[config.mk]
export PLATFORM = sky130hd
export DESIGN_NAME = rau_front
export DESIGN_NICKNAME = d
export VERILOG_FILES = /design/src/rau_pkg.sv /design/src/rau_front.sv
export SDC_FILE = /design/constraint.sdc
export NUM_CORES = 1
export LEC_CHECK = 0
export ABC_AREA = 1
export CELL_PAD_IN_SITES_DETAIL_PLACEMENT = 1
export CELL_PAD_IN_SITES_GLOBAL_PLACEMENT = 2
export CORE_AREA = 2 2 204 206
export DETAILED_ROUTE_END_ITERATION = 10
export DIE_AREA = 0 0 206 208
export DONT_BUFFER_PORTS = 1
export GPL_ROUTABILITY_DRIVEN = 0
export GPL_TIMING_DRIVEN = 1
export PLACE_DENSITY = 0.37
export SLEW_MARGIN = 10
export SYNTH_ARGS = -nofsm -noshare
export SYNTH_HDL_FRONTEND = slang
export SYNTH_SLANG_ARGS = --single-unit
export TNS_END_PERCENT = 20
[constraint.sdc]
create_clock -name vclk -period 1.65
set_input_delay 0.495 -clock vclk [all_inputs]
set_output_delay 0.495 -clock vclk [all_outputs]
set_load 0.02 [all_outputs]
[src/rau_pkg.sv]
// Shared types and constants for the rational arithmetic unit.
// Holds request, response and queue entry structs, codes and sequencer states.
// No dependencies.
package rau_pkg;

   localparam int WORD_BITS   = 64;
   localparam int DEN_BITS    = WORD_BITS - 1;
   localparam int WIDE_BITS   = 2 * WORD_BITS;
   localparam int HALF_BITS   = WORD_BITS / 2;
   localparam int SHIFT_BITS  = $clog2(WORD_BITS);
   localparam int QUEUE_DEPTH = 2;
   localparam int QPTR_BITS   = $clog2(QUEUE_DEPTH);

   localparam logic [WORD_BITS-1:0] MIN_MAG = {1'b1, {(WORD_BITS-1){1'b0}}};

   typedef enum logic [2:0] {
      CMD_ADD = 3'd0,
      CMD_SUB = 3'd1,
      CMD_MUL = 3'd2,
      CMD_DIV = 3'd3,
      CMD_EQ  = 3'd4,
      CMD_LT  = 3'd5
   } cmd_type;

   typedef enum logic [1:0] {
      ST_OK   = 2'd0,
      ST_OVF  = 2'd1,
      ST_DIV0 = 2'd2
   } status_type;

   typedef enum logic [3:0] {
      S_IDLE,
      S_MUL,
      S_SIGN,
      S_COMB,
      S_NORM,
      S_GCD,
      S_DIV,
      S_FIN,
      S_OUT
   } state_type;

   typedef struct packed {
      logic [2:0]                  cmd;
      logic signed [WORD_BITS-1:0] a_num;
      logic [DEN_BITS-1:0]         a_den;
      logic signed [WORD_BITS-1:0] b_num;
      logic [DEN_BITS-1:0]         b_den;
   } req_type;

   typedef struct packed {
      logic signed [WORD_BITS-1:0] res_num;
      logic [DEN_BITS-1:0]         res_den;
      logic                        compare_true;
      logic [1:0]                  status;
   } rsp_type;

   typedef struct packed {
      req_type req;
      logic    known;
      logic    div0;
   } job_type;

endpackage

[src/rau_front.sv]
// Front end of the rational arithmetic unit: accepts requests and classifies them.
// Flags unknown commands, zero denominators and zero divisors before queueing. Uses rau_pkg.
module rau_front (
   input  logic             req_valid,
   input  rau_pkg::req_type req_data,
   input  logic             q_full,
   output logic             req_stall,
   output logic             push,
   output rau_pkg::job_type job
);
   import rau_pkg::*;

   logic known;

   always_comb begin
      unique case (req_data.cmd)
         CMD_ADD, CMD_SUB, CMD_MUL, CMD_DIV, CMD_EQ, CMD_LT: known = 1'b1;
         default: known = 1'b0;
      endcase
   end

   assign req_stall = q_full;
   assign push      = req_valid && !q_full;

   always_comb begin
      job.req   = req_data;
      job.known = known;
      job.div0  = known && ((req_data.a_den == '0) || (req_data.b_den == '0) ||
                  ((req_data.cmd == CMD_DIV) && (req_data.b_num == '0)));
   end

endmodule

* After elaboration in Yosys (flattened, before gate mapping)
Cells that the tools add are included.
Word-level totals: output and inout port bits 261, input port bits 259, bits in registers 0
Cells by class: equal/unequal tests 5, reduce and logical (&&, ||, !) cells 11, multiplexer cells 1
Operators with widths (number):
- $logic_not 63->1 | 2
- $logic_not 64->1 | 1
- $eq 3x2->1 const B | 2
- $eq 3x3->1 const B | 2
- $reduce_or 6->1 | 1
- $eq 3x1->1 const B | 1
- $logic_and 1x1->1 | 3
- $logic_not 3->1 | 1
- $logic_or 1x1->1 | 2
- $logic_not 1->1 | 1
- $mux 1 | 1

* Longest topological paths before layout
word-level depth 4, gate-level depth with buffers 9, depth with buffers taken out 9

* Worst setup path before layout
OpenSTA, ideal clock, no wires.
path type input to output, from in req_data[123] in the netlist's numbering, to out job[0] in the netlist's numbering, stages 9, arrival 1.291 ns, buffers on the path 0, setup slack -0.136 ns, required time 1.155 ns, path through nor2_1 > nand2_1 > nor2_1 > nand2_1 > nor2_1 > nand2_1 > nor2_1 > nor2_1 > nor2_1
RTL lines:
- from (decl) | RTL line rau_front.sv:5 | input rau_pkg::req_type req_data,
- to (decl) | RTL line rau_front.sv:9 | output rau_pkg::job_type job

==> summary.md <==
| Metric | Value |
|---|---|
| Setup Crit Path Kind | `input port to output port` |
| WHS Path Cells | `0` |
| CP bufs+invs | `2` |
| Sequential Area | `0 µm²` |
| Top sig layer | `met5` |
| Fin crit share | `1.181` |
| Worst path depth | `11` |
| Setup crit end | `job[0]` |
| Setup WS pre-CTS | `-0.9258 ns` |
| Slowest stage delay, CP | `0.13 ns` |
| Worst Path Max Fanout | `2` |
| Die extent in x | `206 µm` |
| Synth warnings | `0` |
| Initial antenna violation count | `4` |
| IO buf count | `0` |
| Max-slew violation count | `0` |
| Chip height | `208 µm` |
| GRT overflow | `0` |
| Overall die area | `0.04285 mm²` |
| Largest net degree at the start of global routing | `4` |
| Area growth, synth to finish | `-36.61%` |
| Nets | `455` |
| Yosys top cell area share | `0.7265` |
| Final core utilization | `0.04184` |
| Syn_nets | `708` |
| DRC | `0` |
| PwrDens | `71.78 mW/mm²` |
| Post-Synthesis Cell Area | `0.002676 mm²` |
| Setup TNS | `-0.2984 ns` |
| Crit path from | `req_data[142]` |
| GRT Total Usage | `0.04237` |
| Post-DP HPWL | `9407 µm` |
| Post-DRT Antenna Nets | `0` |
| Final setup margin | `-0.2984 ns` |
| Total power | `121.8 µW` |
| First-pass GRT wire length | `12280 µm` |
| Final Hold Vio Count | `0` |
| Vias/cell | `2.206` |
| Worst path slowest cell | `buf_6` |
| Hold crit path type | `input port to output port` |
| Slew @ Worst Pin | `0.3811 ns` |
| Cell Chain, Critical Path | `nor2_1 > buf_4 > nand2_1 > nor2_1 > nand2_1 > nor2_1 > nand2_1 > nand2_4 > nor2_4 > nor2_2 > buf_6` |
| # Post-CTS Setup Buffers | `0` |
| Vias in the first global route | `1766` |
| Post-synthesis area per instance | `5.961 µm²` |
| Worst path top cell family by delay | `simple AND/OR/NAND/NOR gates` |
| P_leak | `0.3357 nW` |
| Vias | `1608` |
| CP required | `1.15 ns` |
| Final setup fails | `1` |
| Seq cells | `0` |
| Iteration-0 DRC Markers | `51` |
| Worst relative slew slack | `0.7450` |
| Clock buf count | `0` |
| TritonRoute pass-1 iters | `4` |
| Core area | `0.04055 mm²` |
| Footprint of the multi-input gates | `970.9 µm²` |
| # rows | `74` |
| Peak supply drop | `0.00001627 V` |
| Minimum clock period | `1.948 ns` |
| RSZ-0062 raised after global routing | `yes` |
| Hold Buf Count CTS | `0` |
| Final wirelength | `10240 µm` |
| Routed len/inst | `14.05 µm` |
| Seq/Total Area, Yosys | `0` |
| Initial Util | `0.06599` |
| Met1 Wirelength | `2979 µm` |
| Crit. End Element | `output port` |
| Synth cell types | `7` |
| WL met3 | `1589 µm` |
| Worst endpoint data arrival time | `1.45 ns` |
| Failing checks | `negative setup slack` |
| # fillers | `4931` |
| Max Fclk | `0.5132 GHz` |
| CP Launch Type | `input port` |
| Largest cells by area after synthesis | `buf_4 73%, nor2_1 17%, nand2_1 7.6%` |
| Synth area leader | `buf_4` |
| Ports | `520` |
| Outcome | `finished with violations` |
| Syn Inst Count | `449` |
| Max Cap Viol | `0` |
| Metal2 WL | `5067 µm` |
| Ratio of cells with drive above 1 in the final layout | `0.3093` |
[layout by cell type (no fill, tap or decap)]
| master | synthesis | final |
|---|---|---|
| and2_2 | 1 | 1 |
| buf_4 | 259 | 3 |
| buf_6 | 0 | 1 |
| diode_2 | 0 | 3 |
| inv_1 | 5 | 5 |
| nand2_1 | 54 | 41 |
| nand2_2 | 0 | 11 |
| nand2_4 | 0 | 2 |
| nand4_1 | 5 | 5 |
| nor2_1 | 124 | 82 |
| nor2_2 | 0 | 20 |
| nor2_4 | 0 | 22 |
| or2_0 | 1 | 1 |
[routing by layer]
metal | global-route usage | vias up
li1 | - | 589
met1 | 0.03543 | 693
met2 | 0.07753 | 284
met3 | 0.02381 | 40
met4 | 0.02389 | 2
met5 | 0 | -
[final cells by class]
cell class | instances | share of cell area
Antenna cell | 3 | 0.004425
Tap cell | 532 | 0.3923
Multi-Input combinational cell | 185 | 0.5723
Timing Repair Buffer | 4 | 0.01991
Inverter | 5 | 0.01106
[cells by family after synthesis]
group / share of synthesized area
buffers and inverters: 0.7335
and+or+nand+nor: 0.2665
[worst min path at each step]
stage                  startpoint        to  slack, ns
detailed placement  req_data[212]  job[214]       0.99
finish              req_data[104]  job[106]       0.99
floorplan                  q_full      push       1.07
global route         req_data[45]   job[47]       0.99
CTS                 req_data[212]  job[214]       0.99
global placement    req_data[212]  job[214]       0.99
[power by group]
part | switching [mW] | total (mW) | internal (mW) | leakage [nW]
combinational | 0.0637 | 0.122 | 0.0581 | 0.336
clock | 0 | 0.000000246 | 0.000000246 | 0.0000190
sequential | 0 | 0 | 0 | 0
total | 0.0637 | 0.122 | 0.0581 | 0.336
[cell usage after synthesis, drive strengths merged]
| master | count |
|---|---|
| and2 | 1 |
| buf | 259 |
| inv | 5 |
| nand2 | 54 |
| nand4 | 5 |
| nor2 | 124 |
| or2 | 1 |
[per-stage QoR]
stage | std cells | instance area [µm²] | hold WS [ns]
global route | 728 | 1694 | 0.9900
detailed placement | 726 | 1430 | 0.9901
finish | 729 | 1697 | 0.9900
CTS | 726 | 1544 | 0.9901
floorplan | 449 | 2679 | 1.070
global placement | 726 | 1430 | 0.9901
[repair_timing]
item / 4_1_cts / 5_1_grt
endpoints found under the setup margin: 1 / 1
pin swaps: 15 / 27
gates resized for setup: 36 / 43
(Power assumes the default switching activity.)
