`src/rau_pkg.sv`:
```
// Shared types and constants for the rational arithmetic unit.
// Holds request, response and queue entry structs, codes and sequencer states.
// No dependencies.
package rau_pkg;

   localparam int WORD_BITS   = 64;
   localparam int DEN_BITS    = WORD_BITS - 1;
   localparam int WIDE_BITS   = 2 * WORD_BITS;
   localparam int HALF_BITS   = WORD_BITS / 2;
   localparam int SHIFT_BITS  = $clog2(WORD_BITS);
   localparam int QUEUE_DEPTH = 2;
   localparam int QPTR_BITS   = $clog2(QUEUE_DEPTH);

   localparam logic [WORD_BITS-1:0] MIN_MAG = {1'b1, {(WORD_BITS-1){1'b0}}};

   typedef enum logic [2:0] {
      CMD_ADD = 3'd0,
      CMD_SUB = 3'd1,
      CMD_MUL = 3'd2,
      CMD_DIV = 3'd3,
      CMD_EQ  = 3'd4,
      CMD_LT  = 3'd5
   } cmd_type;

   typedef enum logic [1:0] {
      ST_OK   = 2'd0,
      ST_OVF  = 2'd1,
      ST_DIV0 = 2'd2
   } status_type;

   typedef enum logic [3:0] {
      S_IDLE,
      S_MUL,
      S_SIGN,
      S_COMB,
      S_NORM,
      S_GCD,
      S_DIV,
      S_FIN,
      S_OUT
   } state_type;

   typedef struct packed {
      logic [2:0]                  cmd;
      logic signed [WORD_BITS-1:0] a_num;
      logic [DEN_BITS-1:0]         a_den;
      logic signed [WORD_BITS-1:0] b_num;
      logic [DEN_BITS-1:0]         b_den;
   } req_type;

   typedef struct packed {
      logic signed [WORD_BITS-1:0] res_num;
      logic [DEN_BITS-1:0]         res_den;
      logic                        compare_true;
      logic [1:0]                  status;
   } rsp_type;

   typedef struct packed {
      req_type req;
      logic    known;
      logic    div0;
   } job_type;

endpackage

```
`src/rau_queue.sv`:
```
// Short queue of classified requests between front and back end.
// Register based, QUEUE_DEPTH entries. Uses rau_pkg.
module rau_queue (
   input  logic             clock,
   input  logic             reset,
   input  logic             push,
   input  rau_pkg::job_type push_job,
   input  logic             pop,
   output rau_pkg::job_type head_job,
   output logic             full,
   output logic             empty
);
   import rau_pkg::*;

   job_type              mem_ff [QUEUE_DEPTH];
   logic [QPTR_BITS-1:0] wr_ptr_ff, wr_ptr_in;
   logic [QPTR_BITS-1:0] rd_ptr_ff, rd_ptr_in;
   logic [QPTR_BITS:0]   count_ff, count_in;

   assign full     = (count_ff == (QPTR_BITS+1)'(QUEUE_DEPTH));
   assign empty    = (count_ff == '0);
   assign head_job = mem_ff[rd_ptr_ff];

   always_comb begin
      wr_ptr_in = wr_ptr_ff;
      rd_ptr_in = rd_ptr_ff;
      count_in  = count_ff;
      if (push) begin
         wr_ptr_in = (wr_ptr_ff == QPTR_BITS'(QUEUE_DEPTH-1)) ? '0 : wr_ptr_ff + 1'b1;
      end
      if (pop) begin
         rd_ptr_in = (rd_ptr_ff == QPTR_BITS'(QUEUE_DEPTH-1)) ? '0 : rd_ptr_ff + 1'b1;
      end
      if (push && !pop) begin
         count_in = count_ff + 1'b1;
      end else if (pop && !push) begin
         count_in = count_ff - 1'b1;
      end
   end

   always_ff @(posedge clock) begin
      if (reset) begin
         wr_ptr_ff <= '0;
         rd_ptr_ff <= '0;
         count_ff  <= '0;
      end else begin
         wr_ptr_ff <= wr_ptr_in;
         rd_ptr_ff <= rd_ptr_in;
         count_ff  <= count_in;
      end
   end

   always_ff @(posedge clock) begin
      if (push) begin
         mem_ff[wr_ptr_ff] <= push_job;
      end
   end

endmodule

```
`config.mk`:
```
export PLATFORM = sky130hd
export DESIGN_NAME = rau_queue
export DESIGN_NICKNAME = d
export VERILOG_FILES = /design/src/rau_pkg.sv /design/src/rau_queue.sv
export SDC_FILE = /design/constraint.sdc
export NUM_CORES = 1
export LEC_CHECK = 0
export BUFFER_PORTS_ARGS = -buffer_cell sky130_fd_sc_hd__clkbuf_2
export CORE_ASPECT_RATIO = 0.75
export CORE_UTILIZATION = 40
export DETAILED_ROUTE_END_ITERATION = 6
export PLACE_DENSITY = 0.75
export SLEW_MARGIN = 30
export SYNTH_ARGS = -nofsm -noshare
export SYNTH_HDL_FRONTEND = slang
export SYNTH_SLANG_ARGS = --single-unit
```
`constraint.sdc`:
```
create_clock -name clock -period 15.35 [get_ports clock]
set_input_delay 3.07 -clock clock [delete_from_list [all_inputs] [get_ports clock]]
set_output_delay 3.07 -clock clock [all_outputs]
set_load 0.005 [all_outputs]
```
# [Word-level counts from Yosys, hierarchy flattened]
# Memory sizes are Yosys's and may differ from the RTL's. A register that Yosys moved wholly into a read port is not among the register bits.
# Cells that the tools add are included.
[word_totals] ff_bits=4 mem_bits_rw=518 inputBits=263 out_inout_bits=261 memories=1
[classes] n_addsub=4 eq_ne=1 mux=8 reduce_logical=6
[mem_list] memory="mem_ff" depth=2 word_bits=259 rd=1 rd_clocked_by_memory_dff=1 wr=1 line_no="rau_queue.sv:15" text="job_type mem_ff [QUEUE_DEPTH];"
[ops] cell="1-bit 2-to-1 mux" count=6
[ops] cell="2-bit 2-to-1 mux" count=2
[ops] cell="1-bit adder, second input constant" count=2
[ops] cell="2-bit by 1-bit adder with 2-bit output, second input constant" count=1
[ops] cell="2-bit == test, second input constant" count=1
[ops] cell="1-bit logical AND" count=2
[ops] cell="1-bit logical NOT" count=2
[ops] cell="2-bit logical NOT" count=1
[ops] cell="2-bit nonzero test" count=1
[ops] cell="2-bit by 1-bit subtractor with 2-bit output, second input constant" count=1

# [Logic depth before layout (Yosys ltp)]
[depth] ltp_word=4 depth_mapped=5 ltp_nobuf=5

# [Worst setup path after synthesis]
# Ideal clock, no wire load.
[synth_path] path_type="in2reg" start="input push" end="memory mem_ff[0][0] (netlist name), enable pin" arrival_ns=14.214 setup_slack_ns=0.221 cell_stages=1 path_buffers=0 cell_sequence="nor2b_1"
[synth_between] elab_chain_len=2
[synth_rtl] item="from (decl)" line_no="rau_queue.sv:6" text="input logic push,"
[synth_rtl] item="1-bit 2-to-1 mux" line_no="rau_queue.sv:54" text="if (push) begin"
[synth_rtl] item="1-bit 2-to-1 mux (implied by the code)" line_no="rau_queue.sv:55" text="mem_ff[wr_ptr_ff] <= push_job;"
[synth_rtl] item="to (decl)" line_no="rau_queue.sv:15"
# Every way passes these cells.

==> impl_metrics.env <==
export IMPL_antenna_found_initial=1
export IMPL_clk_latency_ns=0.56
export IMPL_post_drt_wl_per_cell_um=18.8
export IMPL_grt_pass1_vias=9961
export IMPL_clockBufferDepth=3
export IMPL_wl_met3_um=3700
export IMPL_hold_path_class="reg2reg"
export IMPL_slew_headroom_pct=35.6
export IMPL_setup_viol=0
export IMPL_cts_setup_buffers=0
export IMPL_grt_max_degree=81
export IMPL_ant_nets=0
export IMPL_r2r_start="wr_ptr_ff"
export IMPL_avgSynthCellArea_um2=23.8
export IMPL_cts_tree="built"
export IMPL_cts_hold_buffers=0
export IMPL_fin_nets=1652
export IMPL_rsz0062_at_grt="no"
export IMPL_holdCritStartpoint="count_ff[1]"
export IMPL_track_usage_pct=14.9
export IMPL_path_clk_slew_ns=0.06
export IMPL_drt_wl_total_um=39100
export IMPL_ctsResizeCount=0
export IMPL_final_cells=2075
export IMPL_dr_pass1_iters=5
export IMPL_yosysWarningCount=0
export IMPL_timing_setup_tns_ns=0
export IMPL_m1WireLength_um=15200
export IMPL_yosys_area_top_type_share_pct=78.8
export IMPL_slew_violations=0
export IMPL_fillers=3975
export IMPL_worstMarginPinSlew_ns=0.966
export IMPL_seq_area_frac_synth_pct=79.3
export IMPL_drt_iter0_drc=536
export IMPL_root_buffer="clkbuf_16"
export IMPL_synth_area_leaders="edfxtp_1, mux2_4, mux2_2"
export IMPL_clock_fmax_ghz=0.151
export IMPL_ys_ff_latch=523
export IMPL_synthToLayoutAreaGrowth_pct=24.8
export IMPL_critPathMaxStageDelay_ns=0.79
export IMPL_dieArea_um2=50200
export IMPL_die_h_um=194
export IMPL_grt_overflow_total=0
export IMPL_syn_area_um2=19700
export IMPL_std_cell_rows=70
export IMPL_end_kind="primary output"
export IMPL_hold_viol=0
export IMPL_start_kind="flop"
export IMPL_drc=0
export IMPL_drive_gt1_share_pct=60.9
export IMPL_max_cap_violations=0
export IMPL_yosys_cell_types_count=16
export IMPL_wl_met2_um=19300
export IMPL_routabilityCongestion=0.801
export IMPL_clock_sinks=523
export IMPL_holdWs_ns=0.514
export IMPL_place_inst=1982
export IMPL_yosysTopAreaCell="edfxtp_1"
export IMPL_fp_dieW_um=258
export IMPL_synthesis_nets=1092
export IMPL_io_pins=524
export IMPL_crit_fanout=54
export IMPL_status="complete, no violations"
export IMPL_path_common_cell="buf_4"
export IMPL_io_buffers=523
export IMPL_synthesis_instances=828
export IMPL_cp_arrival_ns=3.54
export IMPL_p_leak_nw=9.73
export IMPL_power_mw=3.24
export IMPL_cp_data_required_time_ns=12.28
export IMPL_finalClockSkew_ns=0.0168
export IMPL_post_route_period_util_pct=43.1
export IMPL_via_per_inst=4.65
export IMPL_numCtsBuffers=50
export IMPL_powerDensity_nw_per_um2=131
export IMPL_grt_pass1_wl_um=57200
export IMPL_worst_path_buf_inv=4
export IMPL_cts_htree_levels=2
export IMPL_num_vias=9654
export IMPL_fin_ws_ns=8.74
export IMPL_path_cells="buf_4 -> buf_16 -> buf_4 -> mux2_4 -> clkbuf_2"
export IMPL_vdd_drop_max_mv=0.105
export IMPL_cp_top_family="buffers and inverters"
export IMPL_detailed_place_hpwl_um=27200
export IMPL_critical_path_class="reg2out"
export IMPL_slowest_stage="buf_4"
export IMPL_coreArea_um2=48700
export IMPL_initial_core_util_pct=40.5
export IMPL_fin_crit_ns=6.61
export IMPL_top_layer="met4"
export IMPL_post_place_ws_ns=9.17
## synthesized netlist by cell type (all sizes together)
| cell type | n |
|---|---|
| and2 | 1 |
| xnor2 | 2 |
| or3 | 1 |
| xor2 | 2 |
| nor2b | 2 |
| dfxtp | 5 |
| inv | 1 |
| buf | 29 |
| mux2 | 259 |
| a21oi | 1 |
| edfxtp | 518 |
| ha | 1 |
| o21ai | 1 |
| nor2 | 5 |
## area by class of cell
| class | count | area, um^2 | share of cell area [%] |
|---|---|---|---|
| Clock buffer | 58 | 1300 | 5.29 |
| Timing Repair Buffer | 537 | 2790 | 11.3 |
| Antenna cell | 1 | 2.50 | 0.0102 |
| Multi-Input combinational cell | 275 | 3790 | 15.4 |
| Tap cell | 648 | 811 | 3.29 |
| Clock inverter | 32 | 277 | 1.12 |
| Inverter | 1 | 3.75 | 0.0152 |
| Sequential cell | 523 | 15700 | 63.6 |
## layer usage
| layer | track usage (%) | vias up |
|---|---|---|
| met5 | 0 | - |
| met4 | 4.80 | 0 |
| met3 | 5.09 | 57 |
| met2 | 25.2 | 415 |
| met1 | 18.0 | 4746 |
| li1 | - | 4436 |
## cells in the final DEF (no fill, tap or decap), types with 2 or more instances in the layout
cell and instances:
buf_16 2, buf_4 8, buf_6 3, bufinv_16 5, clkbuf_1 7, clkbuf_16 51, clkbuf_2 523, clkinv_1 13
clkinv_2 12, dfxtp_1 4, edfxtp_1 518, mux2_2 57, mux2_4 202, nor2_1 5, xnor2_1 2, xor2_1 2
## through the flow
step / area, um^2 / utilization, %
after detailed placement: 23000 / 47.2
final: 24600 / 50.6
after CTS: 24600 / 50.5
after global placement: 23000 / 47.1
after floorplan: 19700 / -
after global routing: 24600 / 50.6
## registers in the layout, indices dropped and copies added, names as in the netlist, named ones only
signal	cells
count_ff	2
rd_ptr_ff	1
mem_ff	518
wr_ptr_ff	1
## report_power, final
group	total, mW	leakage, nW	internal (mW)	switching (mW)
logic	0.353	4.05	0.190	0.163
registers	1.70	4.90	1.67	0.0262
clock network	1.19	0.783	0.689	0.500
total	3.24	9.73	2.55	0.689
## cell families (layout without fill, tap and decap cells)
kind of cell               Yosys count  after routing  share of synthesized area, %
DFF                                523            523                          79.3
xor gates and xnor gates             4              4                         0.178
and+or+nand+nor                      9              9                         0.222
muxes                              259            259                          18.6
buffers and inverters               30            628                          1.55
other                                0              1                             0
AOI/OAI and AO/OA                    2              2                        0.0507
adders and majority gates            1              1                        0.0634
## path summary, 6_finish.rpt
path              slack, ns  depth (start not counted)              to
setup / recovery       8.74                          5    head_job[47]
hold / removal         0.51                          2     count_ff[1]
setup reg to reg      12.36                          3  mem_ff[1][195]
hold reg to reg        0.51                          2     count_ff[1]
## tightest hold or removal path, stage by stage (launching register included)
cell,delay [ns]
dfxtp_1,0.33
o21ai_0,0.08
a21oi_1,0.06
Power figures use the tool's default switching activity.
